### src/hdl/assembler_char_lexer_core_defines.svh
// Assertion macros for the assembler character lexer.
`ifndef ASSEMBLER_CHAR_LEXER_CORE_DEFINES_SVH
`define ASSEMBLER_CHAR_LEXER_CORE_DEFINES_SVH

`ifndef SYNTHESIS

// same-cycle implication, checked on every rising clk outside reset
`define ACL_ASSERT_NOW(lbl, ante, cons, msg) \
	lbl: assert property (@(posedge clk) disable iff (!arst_n) (ante) |-> (cons)) \
		else $error(msg);

// next-cycle implication
`define ACL_ASSERT_NEXT(lbl, ante, cons, msg) \
	lbl: assert property (@(posedge clk) disable iff (!arst_n) (ante) |=> (cons)) \
		else $error(msg);

`else

`define ACL_ASSERT_NOW(lbl, ante, cons, msg)
`define ACL_ASSERT_NEXT(lbl, ante, cons, msg)

`endif

`endif

### src/hdl/acl_pkg.sv
// Shared codes and character constants for the assembler character lexer.
`timescale 1ns / 1ps
`default_nettype none

package acl_pkg;

	typedef enum logic [3:0] {
		K_NONE    = 4'd0,
		K_NUM     = 4'd1,
		K_NAME    = 4'd2,
		K_LABEL   = 4'd3,
		K_COMMENT = 4'd4,
		K_ADDR    = 4'd5,
		K_STRING  = 4'd6,
		K_FLOAT   = 4'd7,
		K_CHAR    = 4'd8
	} tok_class_t;

	typedef enum logic [2:0] {
		EV_NONE       = 3'd0,
		EV_OPEN       = 3'd1,
		EV_OPEN_EMPTY = 3'd2,
		EV_APPEND     = 3'd3,
		EV_CLOSE      = 3'd4,
		EV_ERROR      = 3'd5
	} lex_event_t;

	typedef enum logic [3:0] {
		ERR_OK       = 4'd0,
		ERR_ALPHA    = 4'd1,
		ERR_PERIOD   = 4'd2,
		ERR_QUOTE    = 4'd3,
		ERR_MINUS    = 4'd4,
		ERR_SEMI     = 4'd5,
		ERR_INVALID  = 4'd6,
		ERR_UNCLOSED = 4'd7,
		ERR_OVERFLOW = 4'd8
	} lex_error_t;

	localparam logic [7:0] CH_DQUOTE = 8'd34;
	localparam logic [7:0] CH_SQUOTE = 8'd39;
	localparam logic [7:0] CH_CR     = 8'd13;
	localparam logic [7:0] CH_TAB    = 8'd9;
	localparam logic [7:0] CH_SPACE  = 8'd32;
	localparam logic [7:0] CH_SEMI   = 8'h3B;
	localparam logic [7:0] CH_AMP    = 8'h26;
	localparam logic [7:0] CH_PERIOD = 8'h2E;
	localparam logic [7:0] CH_MINUS  = 8'h2D;
	localparam logic [7:0] CH_COLON  = 8'h3A;
	localparam logic [7:0] CH_UNDER  = 8'h5F;

	localparam int          LINE_W   = 20;
	localparam logic [19:0] LINE_TOP = 20'hFFFFF;

endpackage

`default_nettype wire

### src/hdl/assembler_char_lexer_core.sv
// Assembler character lexer: one source byte or end-of-line in, one lexer event out.
//
//  channel  | dir | tuser               | tdata
//  ---------+-----+---------------------+----------------------------------------------
//  s_axis   | in  | command (1=EOL)     | char_in[7:0]
//  m_axis   | out | event_res[2:0]      | token_class, char_out, char_index,
//           |     |                     | error_code, line_number (52 bits in 56)
//
// One item per clock while the output is not stalled: the lexer state and the
// result in the output register both update at the input transfer.
// The output register frees up in the same cycle it is drained, so a stalled
// master only holds the input while its result is still waiting.
// arst_n clears the class, length, line count (to 1) and the halt flag.
// After an error every item answers with the held error until reset.
`timescale 1ns / 1ps
`default_nettype none
`include "assembler_char_lexer_core_defines.svh"

module assembler_char_lexer_core #(
	parameter int MAX_TOKEN_LEN  = 256,
	parameter int MAX_STRING_LEN = 65536
) (
	input  wire logic        clk,
	input  wire logic        arst_n,

	input  wire logic        s_axis_tvalid,
	output logic             s_axis_tready,
	input  wire logic [7:0]  s_axis_tdata,  // [7:0] char_in
	input  wire logic        s_axis_tuser,  // [0] command

	output logic             m_axis_tvalid,
	input  wire logic        m_axis_tready,
	// [3:0] token_class, [11:4] char_out, [27:12] char_index,
	// [31:28] error_code, [51:32] line_number, [55:52] zero
	output logic [55:0]      m_axis_tdata,
	output logic [2:0]       m_axis_tuser   // [2:0] event_res
);
	import acl_pkg::*;

	localparam int LEN_MAX = (MAX_STRING_LEN > MAX_TOKEN_LEN) ? MAX_STRING_LEN : MAX_TOKEN_LEN;
	localparam int LEN_W   = $clog2(LEN_MAX);
	localparam logic [LEN_W-1:0] STR_LAST = LEN_W'(MAX_STRING_LEN - 1);
	localparam logic [LEN_W-1:0] TOK_LAST = LEN_W'(MAX_TOKEN_LEN - 1);

	typedef enum logic [2:0] {
		ACT_IDLE,
		ACT_OPEN,
		ACT_APPEND,
		ACT_OPEN_EMPTY,
		ACT_CLOSE,
		ACT_FAIL
	} act_t;

	// lexer state
	tok_class_t        cls_q;
	logic [LEN_W-1:0]  len_q;
	logic [LINE_W-1:0] line_q;
	logic              halt_q;
	lex_error_t        err_q;

	// result register
	logic              out_valid_q;
	lex_event_t        out_ev_q;
	tok_class_t        out_cls_q;
	logic [7:0]        out_ch_q;
	logic [15:0]       out_idx_q;
	lex_error_t        out_err_q;
	logic [LINE_W-1:0] out_line_q;

	logic in_xfer;
	logic cmd;
	logic [7:0] c;

	act_t       act;
	tok_class_t act_cls;
	lex_error_t act_err;
	logic       is_text;

	tok_class_t        nxt_cls;
	logic [LEN_W-1:0]  nxt_len;
	logic [LINE_W-1:0] nxt_line;
	logic              nxt_halt;
	lex_error_t        nxt_err;
	lex_event_t        res_ev;
	tok_class_t        res_cls;
	logic [7:0]        res_ch;
	logic [15:0]       res_idx;
	lex_error_t        res_err;

	logic [LEN_W-1:0] base_len;
	logic [LEN_W-1:0] last_len;

	assign s_axis_tready = !out_valid_q || m_axis_tready;
	assign in_xfer       = s_axis_tvalid && s_axis_tready;
	assign cmd           = s_axis_tuser;
	assign c             = s_axis_tdata;
	assign is_text       = (cls_q == K_STRING) || (cls_q == K_CHAR) || (cls_q == K_COMMENT);

	// classify the byte against the current token class
	always_comb begin
		act     = ACT_IDLE;
		act_cls = cls_q;
		act_err = ERR_OK;
		if (cmd) begin
			if (cls_q == K_STRING || cls_q == K_CHAR) begin
				act     = ACT_FAIL;
				act_err = ERR_UNCLOSED;
			end else if (cls_q != K_NONE) begin
				act = ACT_CLOSE;
			end
		end else if (c inside {[8'h41:8'h5A], [8'h61:8'h7A], CH_UNDER}) begin
			if (cls_q == K_NUM) begin
				act     = ACT_FAIL;
				act_err = ERR_ALPHA;
			end else if (cls_q == K_NONE) begin
				act     = ACT_OPEN;
				act_cls = K_NAME;
			end else begin
				act = ACT_APPEND;
			end
		end else if (c inside {[8'h30:8'h39]}) begin
			if (cls_q == K_NONE) begin
				act     = ACT_OPEN;
				act_cls = K_NUM;
			end else begin
				act = ACT_APPEND;
			end
		end else begin
			case (c)
				CH_PERIOD: begin
					if (cls_q == K_NONE) begin
						act     = ACT_OPEN;
						act_cls = K_FLOAT;
					end else if (cls_q == K_FLOAT) begin
						act     = ACT_FAIL;
						act_err = ERR_PERIOD;
					end else begin
						act = ACT_APPEND;
						// a period turns a number into a float
						if (cls_q == K_NUM)
							act_cls = K_FLOAT;
					end
				end
				CH_MINUS: begin
					if (cls_q == K_NUM || cls_q == K_FLOAT) begin
						act     = ACT_FAIL;
						act_err = ERR_MINUS;
					end else if (cls_q == K_NONE) begin
						act     = ACT_OPEN;
						act_cls = K_NUM;
					end else begin
						act = ACT_APPEND;
					end
				end
				CH_COLON: begin
					if (cls_q == K_NONE) begin
						act     = ACT_OPEN;
						act_cls = K_LABEL;
					end else if (is_text) begin
						act = ACT_APPEND;
					end else begin
						act     = ACT_FAIL;
						act_err = ERR_QUOTE;
					end
				end
				CH_DQUOTE, CH_SQUOTE: begin
					if (cls_q == K_NONE) begin
						act     = ACT_OPEN_EMPTY;
						act_cls = (c == CH_DQUOTE) ? K_STRING : K_CHAR;
					end else if ((c == CH_DQUOTE && cls_q == K_STRING) ||
					             (c == CH_SQUOTE && cls_q == K_CHAR)) begin
						act = ACT_CLOSE;
					end else if (is_text) begin
						act = ACT_APPEND;
					end else begin
						act     = ACT_FAIL;
						act_err = ERR_QUOTE;
					end
				end
				CH_SEMI: begin
					if (cls_q == K_NONE) begin
						act     = ACT_OPEN;
						act_cls = K_COMMENT;
					end else if (is_text) begin
						act = ACT_APPEND;
					end else begin
						act     = ACT_FAIL;
						act_err = ERR_SEMI;
					end
				end
				CH_AMP: begin
					if (cls_q == K_NONE) begin
						act     = ACT_OPEN;
						act_cls = K_ADDR;
					end else if (is_text) begin
						act = ACT_APPEND;
					end else begin
						act     = ACT_FAIL;
						act_err = ERR_INVALID;
					end
				end
				CH_SPACE, CH_TAB: begin
					if (is_text)
						act = ACT_APPEND;
					else if (cls_q != K_NONE)
						act = ACT_CLOSE;
				end
				CH_CR: begin
					act = ACT_IDLE;
				end
				default: begin
					if (is_text) begin
						act = ACT_APPEND;
					end else begin
						act     = ACT_FAIL;
						act_err = ERR_INVALID;
					end
				end
			endcase
		end
	end

	// apply the action, including the length limit check
	assign base_len = (act == ACT_OPEN) ? '0 : len_q;
	assign last_len = (act_cls == K_STRING || act_cls == K_CHAR) ? STR_LAST : TOK_LAST;

	always_comb begin
		nxt_cls  = cls_q;
		nxt_len  = len_q;
		nxt_line = line_q;
		nxt_halt = halt_q;
		nxt_err  = err_q;
		res_ev   = EV_NONE;
		res_cls  = cls_q;
		res_ch   = 8'd0;
		res_idx  = 16'd0;
		res_err  = ERR_OK;
		if (halt_q) begin
			res_ev  = EV_ERROR;
			res_err = err_q;
		end else begin
			case (act)
				ACT_IDLE: begin
					res_ev = EV_NONE;
				end
				ACT_OPEN, ACT_APPEND: begin
					if (base_len >= last_len) begin
						nxt_halt = 1'b1;
						nxt_err  = ERR_OVERFLOW;
						res_ev   = EV_ERROR;
						res_err  = ERR_OVERFLOW;
					end else begin
						nxt_cls = act_cls;
						nxt_len = base_len + 1'b1;
						res_ev  = (act == ACT_OPEN) ? EV_OPEN : EV_APPEND;
						res_cls = act_cls;
						res_ch  = c;
						res_idx = 16'(base_len);
					end
				end
				ACT_OPEN_EMPTY: begin
					nxt_cls = act_cls;
					nxt_len = '0;
					res_ev  = EV_OPEN_EMPTY;
					res_cls = act_cls;
				end
				ACT_CLOSE: begin
					nxt_cls = K_NONE;
					nxt_len = '0;
					res_ev  = EV_CLOSE;
				end
				ACT_FAIL: begin
					nxt_halt = 1'b1;
					nxt_err  = act_err;
					res_ev   = EV_ERROR;
					res_err  = act_err;
				end
				default: begin
					res_ev = EV_NONE;
				end
			endcase
			// line advances after a clean end of line; failing ones leave it
			if (cmd && act != ACT_FAIL && line_q != LINE_TOP)
				nxt_line = line_q + 1'b1;
		end
	end

	always_ff @(posedge clk or negedge arst_n) begin
		if (!arst_n) begin
			cls_q  <= K_NONE;
			len_q  <= '0;
			line_q <= LINE_W'(1);
			halt_q <= 1'b0;
			err_q  <= ERR_OK;
		end else if (in_xfer) begin
			cls_q  <= nxt_cls;
			len_q  <= nxt_len;
			line_q <= nxt_line;
			halt_q <= nxt_halt;
			err_q  <= nxt_err;
		end
	end

	always_ff @(posedge clk or negedge arst_n) begin
		if (!arst_n) begin
			out_valid_q <= 1'b0;
		end else if (in_xfer) begin
			out_valid_q <= 1'b1;
		end else if (m_axis_tready) begin
			out_valid_q <= 1'b0;
		end
	end

	// result payload, line number is the one before the advance
	always_ff @(posedge clk) begin
		if (in_xfer) begin
			out_ev_q   <= res_ev;
			out_cls_q  <= res_cls;
			out_ch_q   <= res_ch;
			out_idx_q  <= res_idx;
			out_err_q  <= res_err;
			out_line_q <= line_q;
		end
	end

	assign m_axis_tvalid = out_valid_q;
	assign m_axis_tuser  = out_ev_q;
	assign m_axis_tdata  = {4'd0, out_line_q, out_err_q, out_idx_q, out_ch_q, out_cls_q};

	`ACL_ASSERT_NEXT(a_halt_sticky, halt_q, halt_q && $stable(err_q), "halt flag or held error changed")
	`ACL_ASSERT_NEXT(a_halt_reports, in_xfer && halt_q, m_axis_tvalid && (m_axis_tuser == EV_ERROR) && (m_axis_tdata[31:28] == err_q), "halted item did not report held error")
	`ACL_ASSERT_NOW(a_none_empty, cls_q == K_NONE, len_q == '0, "no open token but nonzero length")
	`ACL_ASSERT_NOW(a_line_nonzero, 1'b1, line_q != '0, "line count reached zero")

endmodule

`default_nettype wire
### config.mk
export PLATFORM = sky130hd
export DESIGN_NAME = assembler_char_lexer_core
export DESIGN_NICKNAME = d
export VERILOG_FILES = /design/src/hdl/acl_pkg.sv /design/src/hdl/assembler_char_lexer_core.sv
export VERILOG_INCLUDE_DIRS = /design/src /design/src/hdl
export SDC_FILE = /design/constraint.sdc
export NUM_CORES = 1
export LEC_CHECK = 0
export CAP_MARGIN = 20
export CORE_MARGIN = 5
export CORE_UTILIZATION = 43
export DETAILED_ROUTE_END_ITERATION = 8
export DONT_BUFFER_PORTS = 1
export GPL_TIMING_DRIVEN = 0
export HOLD_SLACK_MARGIN = 0.08
export PLACE_DENSITY = 0.64
export SLEW_MARGIN = 20
export SYNTH_ARGS = -nofsm -noshare
export SYNTH_HDL_FRONTEND = slang
export SYNTH_SLANG_ARGS = --single-unit
### constraint.sdc
create_clock -name clk -period 12.9 [get_ports clk]
set_input_delay 2.58 -clock clk [delete_from_list [all_inputs] [get_ports clk]]
set_output_delay 2.58 -clock clk [all_outputs]
set_load 0.01 [all_outputs]
# After elaboration in Yosys (flattened, before gate mapping)
# Cells that the tools add are included.
[word_totals] ff_bits=101 in_bits=13
[classes] n_addsub=2 muxes=70 n_reduce_logical=33 n_eq_ne=27 n_lt_le_gt_ge=7 n_bitwise=2
[ops] op="$mux W4" count=25
[ops] op="$eq A8 B6 Y1 const B" count=8
[ops] op="$mux W3" count=21
[ops] op="$mux W16" count=3
[ops] op="$pmux W16 S2" count=1
[ops] op="$pmux W4 S7" count=1
[ops] op="$pmux W4 S2" count=3
[ops] op="$pmux W4 S6" count=1
[ops] op="$add A20 B1 Y20 const B" count=1
[ops] op="$ne A20 B20 Y1 const B" count=1
[ops] op="$pmux W3 S6" count=1
[ops] op="$add A16 B1 Y16 const B" count=1
[ops] op="$eq A4 B3 Y1 const B" count=4
[ops] op="$eq A8 B4 Y1 const B" count=2
[ops] op="$ge A16 B16 Y1" count=1
[ops] op="$ge A8 B7 Y1 const B" count=2
[ops] op="$le A8 B7 Y1 const B" count=2
[ops] op="$mux W2" count=6
[ops] op="$pmux W3 S4" count=1
[ops] op="$pmux W4 S3" count=1
[ops] op="$reduce_or A3 Y1" count=3
[ops] op="$eq A4 B4 Y1 const B" count=2
[ops] op="$eq A8 B7 Y1 const B" count=1
[ops] op="$ge A8 B6 Y1 const B" count=1
[ops] op="other kinds (20)" count=48

# Longest topological paths before layout
[logic_depth] ltp_word=16 mapped_depth=22

# Worst setup path before layout
# No wires, ideal clock.
[synth_path] path_kind="input to register" start="in s_axis_tdata[2]" end="reg cls_q[1]" t_arrival_ns=7.296 path_buffers=1 setup_slack_ns=5.480 setup_ns=0.124 stages=20 required_time_ns=12.776 cell_sequence="or3_1 o311a_4 a211oi_1 o21ai_0 or3_1 nor2b_1 nand2_1 nor2_1 o21ai_0 ha_1 a21o_1 a21o_1 a2111oi_0 o21ai_1 nand2b_1 a21boi_4 o211ai_4 and2_1 buf_2 a211o_1"
[synth_via] elab_chain_cells=14 word_cells_on_any_way=54 cone_classes="order compare: 7; eq/ne: 17; mux: 16; reduce/logical: 14"
[synth_lines] element="start: declaration" line="assembler_char_lexer_core.sv:28" text="input wire logic [7:0] s_axis_tdata,"
[synth_lines] element="$eq A8 B6 Y1 (on tied branches)"
[synth_lines] element="$logic_and A1 B1 Y1 (on tied branches)" line="assembler_char_lexer_core.sv:170, assembler_char_lexer_core.sv:171"
[synth_lines] element="$logic_or A1 B1 Y1" line="assembler_char_lexer_core.sv:170" text="end else if ((c == CH_DQUOTE && cls_q == K_STRING) ||"
[synth_lines] element="$mux W3" line="assembler_char_lexer_core.sv:170"
[synth_lines] element="$mux W3" line="assembler_char_lexer_core.sv:167" text="if (cls_q == K_NONE) begin"
[synth_lines] element="$pmux W3 S6" line="assembler_char_lexer_core.sv:129" text="case (c)"
[synth_lines] element="$mux W3" line="assembler_char_lexer_core.sv:121" text="end else if (c inside {[8'h30:8'h39]}) begin"
[synth_lines] element="$mux W3" line="assembler_char_lexer_core.sv:111" text="end else if (c inside {[8'h41:8'h5A], [8'h61:8'h7A], CH_UNDER}) begin"
[synth_lines] element="$mux W3" line="assembler_char_lexer_core.sv:104" text="if (cmd) begin"
[synth_lines] element="$eq A3 B1 Y1" line="assembler_char_lexer_core.sv:224, assembler_char_lexer_core.sv:242"
[synth_lines] element="$mux W16" line="assembler_char_lexer_core.sv:224" text="assign base_len = (act == ACT_OPEN) ? '0 : len_q;"
[synth_lines] element="$ge A16 B16 Y1" line="assembler_char_lexer_core.sv:247" text="if (base_len >= last_len) begin"
[synth_lines] element="$mux W4" line="assembler_char_lexer_core.sv:247"
[synth_lines] element="$pmux W4 S3" line="assembler_char_lexer_core.sv:242" text="case (act)"
[synth_lines] element="end signal: assignment" line="assembler_char_lexer_core.sv:296" text="cls_q <= nxt_cls;"
[synth_lines] element="end: declaration" line="assembler_char_lexer_core.sv:55" text="tok_class_t cls_q;"
# Several ways; a longest one is shown, not always the timed one.
# A chain may end at the register's enable or synchronous reset.

# Worst setup path in the final report
[layout_path] start="in s_axis_tdata[3]" end="reg cls_q[2]"
# Same word-level chain as after synthesis.

==> impl_metrics.py <==
metrics = {
    "status": {
        "outcome": "finished, final reports clean",
    },
    "sta": {
        "finalClockSkew_ns": 0.00824,
        "setup_ws_ns": 4.87,
        "slew_headroom": 0.335,
        "period_share": 0.623,
        "setup-violations-final": 0,
        "hold_violations": 0,
        "maxSlewViolCount": 0,
        "period_needed_ns": 8.03,
        "fin_tns_setup_ns": 0,
        "rsz0062_at_grt": "no",
        "worst_pin_slew_ns": 0.987,
        "holdWs_ns": 0.455,
        "fmax_ghz": 0.125,
    },
    "run": {
        "max_cap_violations": 0,
    },
    "logic_synthesis": {
        "synth.area.top_cells": "edfxtp_1 29%, dfrtp_1 20%, a22o_1 2.9%",
        "synthArstFlopShare": 0.455,
        "synth_top_cell_area_share": 0.291,
        "ys_seq_elements": 101,
        "synth_commonest_cells": "55 x edfxtp_1, 45 x dfrtp_1, 37 x nor2_1",
        "synth-seq-area-share": 0.493,
        "synth-edff-count": 55,
        "synthFlopType": "edfxtp_1",
        "synthCells": 549,
        "yosysMostFrequentCell": "edfxtp_1",
        "synth_cell_types": 72,
        "yosys.area.top_type": "edfxtp_1",
        "syn-cell-area_mm2": 0.00568,
        "avgSynthCellArea_um2": 10.4,
        "ys_warn_count": 0,
    },
    "route": {
        "routed_wirelength_um": 13600,
        "drt-initial-drc-count": 475,
        "vias": 4446,
        "wire_per_inst_um": 18.3,
        "drcViolationCount": 0,
        "ant_nets": 0,
        "vias_per_cell": 5.97,
        "drtPass1Iterations": 5,
    },
    "cells_and_area": {
        "seq_area_mm2": 0.00280,
        "utilization": 0.475,
        "stdcell_count": 745,
        "drive_gt1_frac": 0.0879,
        "diodes": 0,
        "layout.nets": 587,
        "fill_cells": 1219,
        "multi_input_area_mm2": 0.00268,
        "finalInstanceArea_mm2": 0.00621,
        "area_growth_pct": 9.27,
    },
    "placement": {
        "place_inst": 729,
        "hpwl_um": 10100,
        "place.gp.congestion": 0.886,
        "numPortBuffers": 0,
        "preCtsSetupSlack_ns": 4.63,
        "placed_cell_area_mm2": 0.00594,
    },
    "power": {
        "power_mw": 0.654,
        "p_per_area_mw_per_mm2": 105,
        "pwr-share-clk": 0.371,
        "swShare": 0.239,
        "p_seq_frac": 0.545,
        "vdd_ir_drop_max_mv": 0.0565,
        "p_sw_mw": 0.156,
        "combPwrFrac": 0.084,
        "leakagePower_nw": 2.50,
        "p_int_mw": 0.498,
    },
    "setup_path": {
        "crit_arrival_ns": 8.25,
        "r2r_cells": 21,
        "critPathRequiredTime_ns": 13.12,
        "crit_fanout": 10,
        "critPathLaunchType": "input pin",
        "critPathCaptureType": "flip-flop",
        "path_class": "input pin to flip-flop",
    },
    "cts": {
        "cts_hold_buffers": 0,
        "root_buffer": "clkbuf_16",
        "cts_made_buffers": 9,
        "clk_pin_slew_worst_paths_ns": 0.06,
        "cts-resized-gates": 0,
        "cts_max_path_buffers": 2,
        "cts_max_level": 3,
        "cts_sinks": 101,
        "clock_latency_ns": 0.34,
        "post_cts_buffers": 0,
        "cts_tree": "done",
    },
    "floorplan": {
        "dieArea_mm2": 0.0156,
        "die_y_um": 125,
        "chipWidth_um": 125,
        "std_cell_rows": 42,
        "core_mm2": 0.0131,
        "ios": 74,
        "start_util": 0.434,
    },
    "global_routing": {
        "gr-usage-all-layers": 0.175,
        "grt_pass1_wl_um": 22400,
        "grt-ovfl-total": 0,
        "antenna_found_initial": 0,
        "grt_max_degree": 47,
        "grt_pass1_vias": 4290,
    },
    "worst_hold_path": {
        "worst_hold_path_type": "flip-flop to flip-flop",
        "hold_depth": 0,
    },
}
cell type report:
class	instances	area share
clock buffers	10	0.0369
inverters	18	0.0109
multi-input cells	403	0.431
flip-flops and latches	101	0.452
plain buffers	30	0.0238
repair buffers	1	0.00443
clock inverters	6	0.00625
well taps	176	0.0355
registers in the layout (all words and copies together) (netlist names):
signal / flops
cls_q: 4
err_q: 4
halt_q: 1
len_q: 16
line_q: 20
m_axis_tuser: 3
m_axis_tvalid: 1
out_ch_q: 8
out_cls_q: 4
out_err_q: 4
out_idx_q: 16
out_line_q: 20
worst max-delay path, stage by stage:
cell	delay [ns]
clkbuf_1	0.41
nand4b_1	0.43
a211oi_1	0.37
o21ai_0	0.20
or3_1	0.41
nor2b_1	0.18
nand2_1	0.08
nor2_1	0.04
o21ai_0	0.80
ha_1	0.39
a21o_1	0.18
a21o_1	0.17
a2111oi_0	0.43
o21ai_1	0.25
nand2b_1	0.26
a21boi_4	0.23
o211ai_4	0.18
and2_1	0.21
buf_2	0.16
a211o_1	0.30
layer usage:
layer  track usage  part of all wire  wire length [µm]  up-vias
met5             0                 0                 0        -
met1         0.237              0.44              6030     2150
met2         0.275              0.48              6480      185
li1              -                 -                 -     2078
met4        0.0663             0.023               312        0
met3        0.0405             0.059               808       33
cell usage in the layout, fill, tap and decap left out, types with 14 or more instances in the layout:
cell type and instances:
nand2_1 36, edfxtp_1 55, nand3_1 25, and3_1 24, nor2b_1 18, a22o_1 19
inv_1 16, and2_1 16, o21ai_0 20, clkbuf_1 16, xor2_1 14, nor2_1 37
a21oi_1 17, nor3_1 15, dfrtp_1 45
kinds of logic after synthesis:
| logic type | synth area share |
|---|---|
| flops | 0.493 |
| buf+inv | 0.0379 |
| mux | 0.0198 |
| fa+ha+maj | 0.0220 |
| other cells | 0.000660 |
| compound gates | 0.159 |
| simple gates | 0.228 |
| xor+xnor | 0.0399 |
worst paths after layout:
check / slack [ns] / start / to
min reg2reg: 0.46 / line_q[18]$_DFFE_PN0P_ / out_line_q[18]$_DFFE_PP_
max in group asynchronous: 10.78 / arst_n / line_q[0]$_DFFE_PN1P_
min in group asynchronous: 1.93 / arst_n / line_q[5]$_DFFE_PN0P_
min: 0.46 / line_q[18]$_DFFE_PN0P_ / out_line_q[18]$_DFFE_PP_
max reg2reg: 6.69 / cls_q[0]$_DFFE_PN0P_ / cls_q[2]$_DFFE_PN0P_
max: 4.87 / s_axis_tdata[3] / cls_q[2]$_DFFE_PN0P_
power by group through the flow:
stage	registers [mW]	clock network, mW	logic [mW]
after floorplan	0.362	0	0.0406
after global placement	0.364	0	0.0516
after detailed placement	0.364	0	0.0543
after CTS	0.357	0.252	0.0545
after global routing	0.357	0.263	0.0605
final	0.357	0.243	0.0549
Power figures use the tool's default switching activity.
